===== config.mk =====
export PLATFORM = sky130hd
export DESIGN_NAME = log_softmax_forward_top
export DESIGN_NICKNAME = d
export VERILOG_FILES = /design/src/rtl/lsm_pkg.sv /design/src/rtl/lsm_exp.sv /design/src/rtl/lsm_ln.sv /design/src/rtl/log_softmax_forward_top.sv
export SDC_FILE = /design/constraint.sdc
export NUM_CORES = 2
export LEC_CHECK = 0
export ABC_CLOCK_PERIOD_IN_PS = 12900
export BUFFER_PORTS_ARGS = -buffer_cell sky130_fd_sc_hd__buf_4
export CAP_MARGIN = 20
export CORE_UTILIZATION = 42
export DETAILED_ROUTE_END_ITERATION = 10
export SYNTH_ARGS = -nofsm -noshare
export SYNTH_HDL_FRONTEND = slang
export SYNTH_SLANG_ARGS = --single-unit

===== constraint.sdc =====
create_clock -name clk -period 12.9 [get_ports clk]
set_clock_uncertainty 0.05 [all_clocks]
set_input_delay 2.58 -clock clk [delete_from_list [all_inputs] [get_ports clk]]
set_output_delay 2.58 -clock clk [all_outputs]
set_load 0.05 [all_outputs]

===== src/rtl/lsm_pkg.sv =====
package lsm_pkg;

  localparam int VECTOR_LEN = 64;
  localparam int ADDR_W     = 6;
  localparam int CNT_W      = 7;
  localparam int SCORE_W    = 16;
  localparam int E_W        = 17;
  localparam int SUM_W      = 23;
  localparam int LSE_W      = 12;
  localparam logic [16:0] LN2_Q16 = 17'd45426;

  typedef logic signed [SCORE_W-1:0] score_t;

  function automatic logic [E_W-1:0] expk_lut(input logic [7:0] k);
    logic [E_W-1:0] r;
    unique case (k)
      8'd0:    r = 17'd65536;
      8'd1:    r = 17'd24109;
      8'd2:    r = 17'd8869;
      8'd3:    r = 17'd3263;
      8'd4:    r = 17'd1200;
      8'd5:    r = 17'd442;
      8'd6:    r = 17'd162;
      8'd7:    r = 17'd60;
      8'd8:    r = 17'd22;
      8'd9:    r = 17'd8;
      8'd10:   r = 17'd3;
      8'd11:   r = 17'd1;
      default: r = 17'd0;
    endcase
    return r;
  endfunction

  function automatic logic [15:0] exph_lut(input logic [3:0] h);
    logic [15:0] r;
    unique case (h)
      4'd0:  r = 16'd65535;
      4'd1:  r = 16'd61565;
      4'd2:  r = 16'd57835;
      4'd3:  r = 16'd54331;
      4'd4:  r = 16'd51039;
      4'd5:  r = 16'd47947;
      4'd6:  r = 16'd45042;
      4'd7:  r = 16'd42313;
      4'd8:  r = 16'd39750;
      4'd9:  r = 16'd37341;
      4'd10: r = 16'd35079;
      4'd11: r = 16'd32954;
      4'd12: r = 16'd30957;
      4'd13: r = 16'd29081;
      4'd14: r = 16'd27319;
      4'd15: r = 16'd25664;
    endcase
    return r;
  endfunction

  function automatic logic [15:0] expl_lut(input logic [3:0] l);
    logic [15:0] r;
    unique case (l)
      4'd0:  r = 16'd65535;
      4'd1:  r = 16'd65280;
      4'd2:  r = 16'd65026;
      4'd3:  r = 16'd64772;
      4'd4:  r = 16'd64520;
      4'd5:  r = 16'd64268;
      4'd6:  r = 16'd64018;
      4'd7:  r = 16'd63768;
      4'd8:  r = 16'd63520;
      4'd9:  r = 16'd63272;
      4'd10: r = 16'd63025;
      4'd11: r = 16'd62780;
      4'd12: r = 16'd62535;
      4'd13: r = 16'd62291;
      4'd14: r = 16'd62048;
      4'd15: r = 16'd61806;
    endcase
    return r;
  endfunction

  function automatic logic [15:0] lnt_lut(input logic [4:0] i);
    logic [15:0] r;
    unique case (i)
      5'd0:    r = 16'd0;
      5'd1:    r = 16'd3973;
      5'd2:    r = 16'd7719;
      5'd3:    r = 16'd11262;
      5'd4:    r = 16'd14624;
      5'd5:    r = 16'd17821;
      5'd6:    r = 16'd20870;
      5'd7:    r = 16'd23783;
      5'd8:    r = 16'd26573;
      5'd9:    r = 16'd29248;
      5'd10:   r = 16'd31818;
      5'd11:   r = 16'd34292;
      5'd12:   r = 16'd36675;
      5'd13:   r = 16'd38975;
      5'd14:   r = 16'd41196;
      5'd15:   r = 16'd43345;
      5'd16:   r = 16'd45426;
      default: r = 16'd0;
    endcase
    return r;
  endfunction

endpackage


===== src/rtl/lsm_exp.sv =====
module lsm_exp (
  input  logic                 clk,
  input  logic                 rst,
  input  logic                 in_valid,
  input  logic [15:0]          m,
  output logic                 out_valid,
  output logic [lsm_pkg::E_W-1:0] e
);
  import lsm_pkg::*;

  logic           v1;
  logic [E_W-1:0] e1;
  logic [3:0]     l1;
  logic [E_W-1:0] e1_next;
  logic [E_W-1:0] e2_next;
  logic [33:0]    prod1;
  logic [33:0]    prod2;

  // exph/expl entry 0 is 65536; 65535 plus one keeps it in 16 bits
  always_comb begin
    prod1 = 34'(expk_lut(m[15:8])) * 34'(exph_lut(m[7:4]));
    if (m[7:4] == 4'd0) prod1 = prod1 + 34'(expk_lut(m[15:8]));
    prod1 = prod1 + 34'd32768;
    e1_next = prod1[32:16];
    prod2 = 34'(e1) * 34'(expl_lut(l1));
    if (l1 == 4'd0) prod2 = prod2 + 34'(e1);
    prod2 = prod2 + 34'd32768;
    e2_next = prod2[32:16];
  end

  always_ff @(posedge clk) begin
    if (rst) begin
      v1        <= 1'b0;
      out_valid <= 1'b0;
    end else begin
      v1        <= in_valid;
      out_valid <= v1;
    end
    e1 <= e1_next;
    l1 <= m[3:0];
    e  <= e2_next;
  end

endmodule


===== src/rtl/lsm_ln.sv =====
module lsm_ln (
  input  logic                       clk,
  input  logic                       rst,
  input  logic                       in_valid,
  input  logic [lsm_pkg::SUM_W-1:0]  sum,
  output logic                       out_valid,
  output logic [lsm_pkg::LSE_W-1:0]  lse
);
  import lsm_pkg::*;

  logic [2:0]       p;
  logic [SUM_W-1:0] s_clr;
  logic [SUM_W-1:0] s_shift;
  logic             va;
  logic             vb;
  logic [3:0]       ia;
  logic [11:0]      ta;
  logic [2:0]       pa;
  logic [2:0]       pb;
  logic [16:0]      frac;
  logic [15:0]      lo;
  logic [15:0]      hi;
  logic [29:0]      prod;
  logic [16:0]      frac_next;
  logic [19:0]      val;

  always_comb begin
    priority if (sum[22]) p = 3'd6;
    else if (sum[21])     p = 3'd5;
    else if (sum[20])     p = 3'd4;
    else if (sum[19])     p = 3'd3;
    else if (sum[18])     p = 3'd2;
    else if (sum[17])     p = 3'd1;
    else                  p = 3'd0;
    s_clr = sum & ~(SUM_W'(1) << (5'(p) + 5'd16));
    s_shift = s_clr >> p;
  end

  always_comb begin
    lo = lnt_lut({1'b0, ia});
    hi = lnt_lut(5'({1'b0, ia}) + 5'd1);
    prod = 30'(hi - lo) * 30'(ta) + 30'd2048;
    frac_next = 17'(lo) + 17'(prod[29:12]);
    val = 20'(pb) * 20'(LN2_Q16) + 20'(frac) + 20'd128;
  end

  always_ff @(posedge clk) begin
    if (rst) begin
      va        <= 1'b0;
      vb        <= 1'b0;
      out_valid <= 1'b0;
    end else begin
      va        <= in_valid;
      vb        <= va;
      out_valid <= vb;
    end
    ia   <= s_shift[15:12];
    ta   <= s_shift[11:0];
    pa   <= p;
    frac <= frac_next;
    pb   <= pa;
    lse  <= val[19:8];
  end

endmodule


===== src/rtl/log_softmax_forward_top.sv =====
// after the last item of a column of n items, the column is read through the exp unit into
// the sum, the sum goes through the ln unit, and the column is read again; results then come
// one per cycle, n of them; the single score memory read port, read once for the exp sum and
// once more for the results, sets the column rate; busy holds off a new column until the last result
// reset: synchronous, clears the controller, the running max and the fill count
module log_softmax_forward_top (
  input  logic                clk,
  input  logic                rst,
  input  logic                start,
  output logic                busy,
  input  lsm_pkg::score_t     score,
  input  logic                last,
  output logic                strobe,
  output lsm_pkg::score_t     log_prob,
  output logic [5:0]          position,
  output logic                final_res
);
  import lsm_pkg::*;

  localparam logic [1:0] S_LOAD = 2'd0;
  localparam logic [1:0] S_SUM  = 2'd1;
  localparam logic [1:0] S_LN   = 2'd2;
  localparam logic [1:0] S_EMIT = 2'd3;

  score_t           mem [VECTOR_LEN];
  score_t           rdata;
  logic [1:0]       state;
  score_t           running_max;
  logic [CNT_W-1:0] fill;
  logic [CNT_W-1:0] n;
  logic [CNT_W-1:0] rd_cnt;
  logic [CNT_W-1:0] acc_cnt;
  logic [ADDR_W-1:0] rpos;
  logic             re;
  logic             rvalid;
  logic [15:0]      m_reg;
  logic             m_valid;
  logic [SUM_W-1:0] sum;
  logic [SUM_W-1:0] sum_next;
  logic             exp_valid;
  logic [E_W-1:0]   exp_e;
  logic             ln_start;
  logic             ln_valid;
  logic [LSE_W-1:0] ln_lse;
  logic [LSE_W-1:0] lse;
  logic             accept;
  logic             close;
  logic [16:0]      diff;
  logic signed [17:0] y;

  assign busy     = (state != S_LOAD);
  assign accept   = start && !busy;
  assign close    = accept && (last || (fill == CNT_W'(VECTOR_LEN - 1)));
  assign re       = ((state == S_SUM) || (state == S_EMIT)) && (rd_cnt != n);
  assign sum_next = sum + SUM_W'(exp_e);
  assign ln_start = (state == S_SUM) && exp_valid && (acc_cnt + CNT_W'(1) == n);
  assign diff     = 17'({running_max[15], running_max}) - 17'({rdata[15], rdata});
  assign y        = 18'(signed'({{2{rdata[15]}}, rdata}))
                  - 18'(signed'({{2{running_max[15]}}, running_max}))
                  - 18'(signed'({6'd0, lse}));

  always_ff @(posedge clk) begin
    if (accept) mem[fill[ADDR_W-1:0]] <= score;
    if (re) rdata <= mem[rd_cnt[ADDR_W-1:0]];
  end

  lsm_exp u_exp (
    .clk       (clk),
    .rst       (rst),
    .in_valid  (m_valid),
    .m         (m_reg),
    .out_valid (exp_valid),
    .e         (exp_e)
  );

  lsm_ln u_ln (
    .clk       (clk),
    .rst       (rst),
    .in_valid  (ln_start),
    .sum       (sum_next),
    .out_valid (ln_valid),
    .lse       (ln_lse)
  );

  always_ff @(posedge clk) begin
    if (rst) begin
      state       <= S_LOAD;
      running_max <= score_t'(16'sh8000);
      fill        <= '0;
      rd_cnt      <= '0;
      acc_cnt     <= '0;
      rvalid      <= 1'b0;
      m_valid     <= 1'b0;
      strobe      <= 1'b0;
    end else begin
      rvalid  <= re;
      m_valid <= rvalid && (state == S_SUM);
      strobe  <= rvalid && (state == S_EMIT);
      if (re) rd_cnt <= rd_cnt + CNT_W'(1);
      unique case (state)
        S_LOAD: begin
          if (accept) begin
            fill <= fill + CNT_W'(1);
            if (score > running_max) running_max <= score;
          end
          if (close) begin
            state   <= S_SUM;
            rd_cnt  <= '0;
            acc_cnt <= '0;
          end
        end
        S_SUM: begin
          if (exp_valid) acc_cnt <= acc_cnt + CNT_W'(1);
          if (ln_start) state <= S_LN;
        end
        S_LN: begin
          if (ln_valid) begin
            state  <= S_EMIT;
            rd_cnt <= '0;
          end
        end
        S_EMIT: begin
          if (rvalid) begin
            if (CNT_W'(rpos) + CNT_W'(1) == n) begin
              state       <= S_LOAD;
              fill        <= '0;
              running_max <= score_t'(16'sh8000);
            end
          end
        end
        default: state <= S_LOAD;
      endcase
    end
  end

  always_ff @(posedge clk) begin
    if (close) begin
      n   <= fill + CNT_W'(1);
      sum <= '0;
    end else if (exp_valid) begin
      sum <= sum_next;
    end
    if (re) rpos <= rd_cnt[ADDR_W-1:0];
    if (rvalid) m_reg <= diff[15:0];
    if (ln_valid) lse <= ln_lse;
    if (y < -18'sd32768) log_prob <= score_t'(16'sh8000);
    else log_prob <= y[15:0];
    position  <= rpos;
    final_res <= (CNT_W'(rpos) + CNT_W'(1) == n);
  end

endmodule


* After elaboration in Yosys (flattened, before gate mapping)
Memory sizes are Yosys's and may differ from the RTL's. A register that Yosys moved wholly into a read port is not among the register bits.
Index checks and enable logic that the tools add are counted.
** Storage, ports and cells
- Bits in registers :: 223
- Bits in writable memories :: 1024
- Memory bits (read-only) :: 1696
- Input bits :: 20
- Word-level logic and storage cells :: 140
- Memories kept :: 7
** Cells by class
- Add/sub/neg operators :: 19
- $mul :: 4
- Magnitude comparators :: 2
- Equal/unequal tests :: 15
- Shifts and indexed selects :: 2
- Multiplexer cells :: 38
- Bitwise gates (word level) :: 2
- Reductions and logical operators :: 21
** Memory list
- mem :: words 64, bits a word 16, read ports 1, clocked after Yosys merged registers in 1, write ports 1, line log_softmax_forward_top.sv:25 : score_t mem [VECTOR_LEN];
- (name not given) :: words 32, bits a word 16, read ports 1, clocked after Yosys merged registers in 0, write ports 0, line lsm_pkg.sv:82 : unique case (i)
- (name not given) :: words 16, bits a word 16, read ports 1, clocked after Yosys merged registers in 1, write ports 0, line lsm_pkg.sv:36 : unique case (h)
- (name not given) :: words 16, bits a word 16, read ports 1, clocked after Yosys merged registers in 1, write ports 0, line lsm_pkg.sv:82
- (name not given) :: words 16, bits a word 15, read ports 1, clocked after Yosys merged registers in 1, write ports 0, line lsm_pkg.sv:16 : unique case (k)
- (name not given) :: words 16, bits a word 15, read ports 1, clocked after Yosys merged registers in 1, write ports 0, line lsm_pkg.sv:16
- +1 memories
** Operator list (count)
- $add A33 B16 Y33 const B :: 2
- $add A33 B17 Y33 :: 2
- $mul A17 B16 Y33 :: 2
- $mux W33 :: 2
- $mux W16 :: 4
- $mux W7 :: 8
- $mux W17 :: 3
- $pmux W7 S2 :: 3
- $sub A16 B16 Y17 :: 2
- $pmux W16 S2 :: 1
- $mul A30 B12 Y29 :: 1
- $add A29 B12 Y29 const B :: 1
- $add A23 B17 Y23 :: 1
- $and A23 B23 Y23 :: 1
- $not A23 Y23 :: 1
- $shl A1 B5 Y23 const A :: 1
- $shr A23 B3 Y16 :: 1
- $add A7 B1 Y7 const B :: 3
- $add A19 B17 Y20 :: 1
- $add A20 B8 Y20 const B :: 1
- $lt A18 B16 Y1 const B :: 1
- $mul A3 B15 Y18 const B :: 1
- $sub A17 B13 Y18 :: 1
- $add A16 B17 Y17 :: 1
- 26 further kinds :: 58

* Depth between registers and ports, before layout
- Word-level depth :: 12
- Gate-level depth with buffers :: 50

* Cells and area by module
From an unflattened synthesis, not the netlist that was laid out.
** Second synthesis, totals
- Cell total of the unflattened synthesis :: 6464
- Area, all modules :: 82439.1 sq um
** Modules (own cells, without submodules)
- log_softmax_forward_top :: instances 1, cells each 2491, area an instance 48191.2 sq um, seq. area each 34222.8 sq um
- lsm_exp :: instances 1, cells each 2434, area an instance 20661.1 sq um, seq. area each 1041.0 sq um
- lsm_ln :: instances 1, cells each 1539, area an instance 13586.8 sq um, seq. area each 1381.3 sq um

* Least setup slack after synthesis
No wires, ideal clock.
- Path kind :: register -> register
- Start point :: register u_ln.ia[2]
- End point :: register u_ln.frac[16]
- Setup time :: 123 ps
- Data arrival time :: 10086 ps
- Setup slack :: 2641 ps
- Stages on the path, launching flop included :: 50
- Path buffers :: 4
- Period minus slack after synthesis :: 10259 ps
- Path through :: dfxtp_1 > clkbuf_1 > inv_1 > ha_1 > clkbuf_1 > clkbuf_1 > and3_1 > a21oi_1 > o22ai_1 > ha_1 > nor2b_1 > o21ai_0 > a21boi_0 > o21a_1 > o21a_1 > o21ai_0 > a21boi_0 > o21ai_0 > [... 14 more ...] > ha_1 > a21o_1 > a31oi_1 > nor2b_1 > nor2_1 > xnor2_1 > ha_1 > a21oi_1 > o21bai_1 > a21oi_1 > o21bai_1 > a21oi_1 > o21ai_0 > o41ai_1 > o2111ai_1 > a21oi_1 > xnor2_1 > xnor2_1
** Between the ends
- Cells in the longest elaborated chain, start to end :: 6
** RTL lines
- start: declaration :: line lsm_ln.sv:16 : logic [3:0] ia;
- start signal: assignment :: line lsm_ln.sv:57 : ia <= s_shift[15:12];
- $add A4 B1 Y5 :: line lsm_ln.sv:41 : hi = lnt_lut(5'({1'b0, ia}) + 5'd1);
- $mem_v2 Z32 W16
- $sub A16 B16 Y17 :: line lsm_ln.sv:42 : prod = 30'(hi - lo) * 30'(ta) + 30'd2048;
- $mul A30 B12 Y29 :: line lsm_ln.sv:42
- $add A29 B12 Y29 :: line lsm_ln.sv:42
- $add A16 B17 Y17 :: line lsm_ln.sv:43 : frac_next = 17'(lo) + 17'(prod[29:12]);
- named net u_ln.frac_next[16] :: line lsm_ln.sv:24 : logic [16:0] frac_next;
- end signal: assignment :: line lsm_ln.sv:60 : frac <= frac_next;
- end: declaration :: line lsm_ln.sv:20 : logic [16:0] frac;
The timed path passes the listed nets, and every way through them passes these cells.
A chain may end at the register's enable or synchronous reset.

* Final worst setup path
- Start point :: register u_ln.ia[0]
- End point :: register u_ln.frac[16]
Same word-level chain as after synthesis.

==> flow_summary_export.csv <==
group,metric,value,unit
run_status,status,"finished, final reports clean",
setup_path,worstPathRequired,13.50,ns
final_layout,multi_input_area,40900,sq um
synth,syn_area,82600,sq um
clock_tree,cts-root-buf,"clkbuf_16",
route,drt_iter0_drc,3590,
grt,grt_usage,0.209,
clock_tree,hold_buffers,0,
final_layout,syn2layout_area_growth,10.2,%
final_layout,final_cells,9307,
floorplan,die_area,198000,sq um
sta,setup_viol,0,
clock_tree,tritoncts,"yes",
floorplan,chipHeight,445,um
final_layout,nNetsFinal,7684,
final_layout,nFillCells,17422,
setup_path,cpPeakStageDelay,0.69,ns
route,dr_total_vias,50490,
synth,avgSynthCellArea,12.7,sq um
route,wl_per_cell,22.1,um
setup_path,critPathSlowestCell,"nor2_1",
setup_path,endpoint_kind,"flop",
synth,ys_types,93,
synth,synth.top_cell.area_share,0.393,
clock_tree,post_cts_buffers,0,
setup_path,path_max_fanout,15,
placed_design,io_buffers,44,
floorplan,ios,45,
flow_run,max-cap-violations,0,
sta,hold_viol_final,0,
floorplan,coreArea,195000,sq um
synth,synth.area.top_cells,"edfxtp_1 39%, fa_1 14%, mux4_2 8.7%",
pwr,vdd_ir_drop_max,447,uV
grt,antenna_found_initial,6,
sta,period_needed,12.04,ns
final_layout,largest_reg_flops,1024,
synth,ys_seq_area_frac,0.451,
clock_tree,clk_pin_slew_worst_paths,0.06,ns
placed_design,dp_cells,9041,
setup_path,regToRegStartpoint,"u_ln.ia[0]",
clock_tree,cts_resized,0,
synth,synth_nets,7639,
synth,yosysMostFrequentCell,"edfxtp_1",
sta,report.final.slew_viol_count,0,
route,drcViolationCount,0,
sta,period_share,0.933,
clock_tree,cts_inserted_buffers,141,
clock_tree,cts_sinks,1320,
route,viasPerCell,5.42,
sta,relSlewSlack,0.261,
grt,grt_pass1_wl,315000,um
grt,grt_pass1_vias,51640,
pwr,p_leak,36.0,nW
grt,gr-total-overflow,0,
synth,yosys.area.top_type,"edfxtp_1",
route,antenna_left,0,
route,drt_first_pass_iters,5,
setup_path,crit_top_cell,"a21oi_1",
synth,synth_ff_type,"edfxtp_1",
synth,synth_edf_count,1081,
final_layout,drive_above_1_share,0.120,
clock_tree,clkLatencyLatePin,0.79,ns
sta,fin_tns_setup,0,ns
placed_design,gp_congestion,0.868,
setup_path,worstSetupStartpointType,"flop",
worst_hold_path,min_path_type,"reg2reg",
synth,ys_async_sr_fraction,0,
grt,grt_max_degree,66,
clock_tree,h-tree-depth,4,
clock_tree,clockBufferDepth,3,
floorplan,rows,162,
floorplan,initial_utilization,0.423,
synth,yosys_warnings,0,
sta,fmax,83.1,MHz
setup_path,crit_type,"reg2reg",
sta,rsz0062_at_grt,"no",
synth,synth_cells,6519,
route,wirelength,206000,um
sta,worst_slack,0.861,ns
floorplan,die_w,445,um
synth,ys_ff_latch,1320,
placed_design,hpwl,144000,um
placed_design,post-place-ws,1.11,ns
setup_path,crit_start,"u_ln.ia[0]",
final_layout,seq_area,37300,sq um
sta,worst_slew_pin_slew,1.10,ns
pwr,p_per_area,207,nW/um^2
synth,yosys-top-cells-count,"1081 x edfxtp_1, 879 x inv_1, 593 x fa_1",
worst_hold_path,worstHoldStart,"u_ln.pa[1]",
setup_path,crit_arrival,12.64,ns
-- final timing paths --
| kind | to | slack, ns | depth (start not counted) |
|---|---|---|---|
| worst max register to register | u_ln.frac[16] | 0.86 | 45 |
| worst min register to register | u_ln.pb[1] | 0.28 | 0 |
| worst min-delay path | u_ln.pb[1] | 0.28 | 0 |
| worst max-delay path | u_ln.frac[16] | 0.86 | 45 |
-- power breakdown --
group	internal (mW)	switching, mW	total (mW)	leakage (nW)
clock	2.37	1.71	4.08	2.29
sequential	4.96	0.519	5.48	11.7
combinational	3.87	5.43	9.30	22.0
-- cell families after synthesis --
| family | count (synthesis) | synth area share |
|---|---|---|
| AND/OR/NAND/NOR | 1547 | 0.0914 |
| flip-flops | 1320 | 0.451 |
| buffers and inverters | 1181 | 0.0542 |
| adder cells (fa/ha/maj) | 1101 | 0.221 |
| XOR/XNOR | 230 | 0.0244 |
| AO/OA/AOI/OAI | 697 | 0.0554 |
| multiplexers | 443 | 0.103 |
-- through the flow --
stage	area (sq um)	hold slack (ns)	util	power, mW
floorplan	82600	0.260	-	12.2
global placement	86200	0.266	0.442	14.7
detailed placement	86200	0.263	0.442	14.8
CTS	91000	0.292	0.466	19.0
global route	91000	0.298	0.466	20.3
finish	91000	0.285	0.466	18.9
-- critical path, delay by kind of cell, from the launching register on --
family,cells,cell delay (ns)
AO/OA/AOI/OAI,23,5.17
buffers and inverters,5,0.29
flip-flops,1,0.59
AND/OR/NAND/NOR,6,1.98
XOR/XNOR,2,0.24
adder cells (fa/ha/maj),9,3.60
-- area by class of cell --
class                      count  share of cell area
antenna                        3           0.0000825
multi-input combinational   4018               0.449
sequential                  1320               0.409
clock buffer                 186              0.0427
timing repair buffer         199              0.0167
tap                         2624              0.0361
inverter                     884              0.0366
clock inverter                73             0.00917
-- routing by layer --
layer  vias up  wire length, um  share of wire  global-route usage
li1      22914                -              -                   -
met1     25991            90400           0.44               0.290
met2      1335            99700           0.48               0.346
met3       248            10400          0.051              0.0252
met4         2             5030          0.024              0.0559
met5         -               12       0.000058                   0
-- cells in the final DEF (no fill, tap or decap), types with 33 or more instances in the layout --
cell	Yosys	final
a21o_1	52	52
o21a_1	44	44
nand3b_1	38	38
edfxtp_1	1081	1081
nand2_1	519	519
mux4_2	320	320
ha_1	507	507
xor2_1	76	75
fa_1	593	593
clkbuf_1	255	33
xnor2_1	154	154
nor2_1	297	297
and3_1	166	166
dfxtp_1	239	234
buf_4	1	196
inv_1	879	879
a21oi_1	191	191
and2_1	175	175
nor3_1	77	77
nand3_1	101	101
clkbuf_16	0	148
nor2b_1	41	41
o21ai_0	143	143
mux2i_1	90	90
Note: power is estimated with default switching activity, not from simulation.
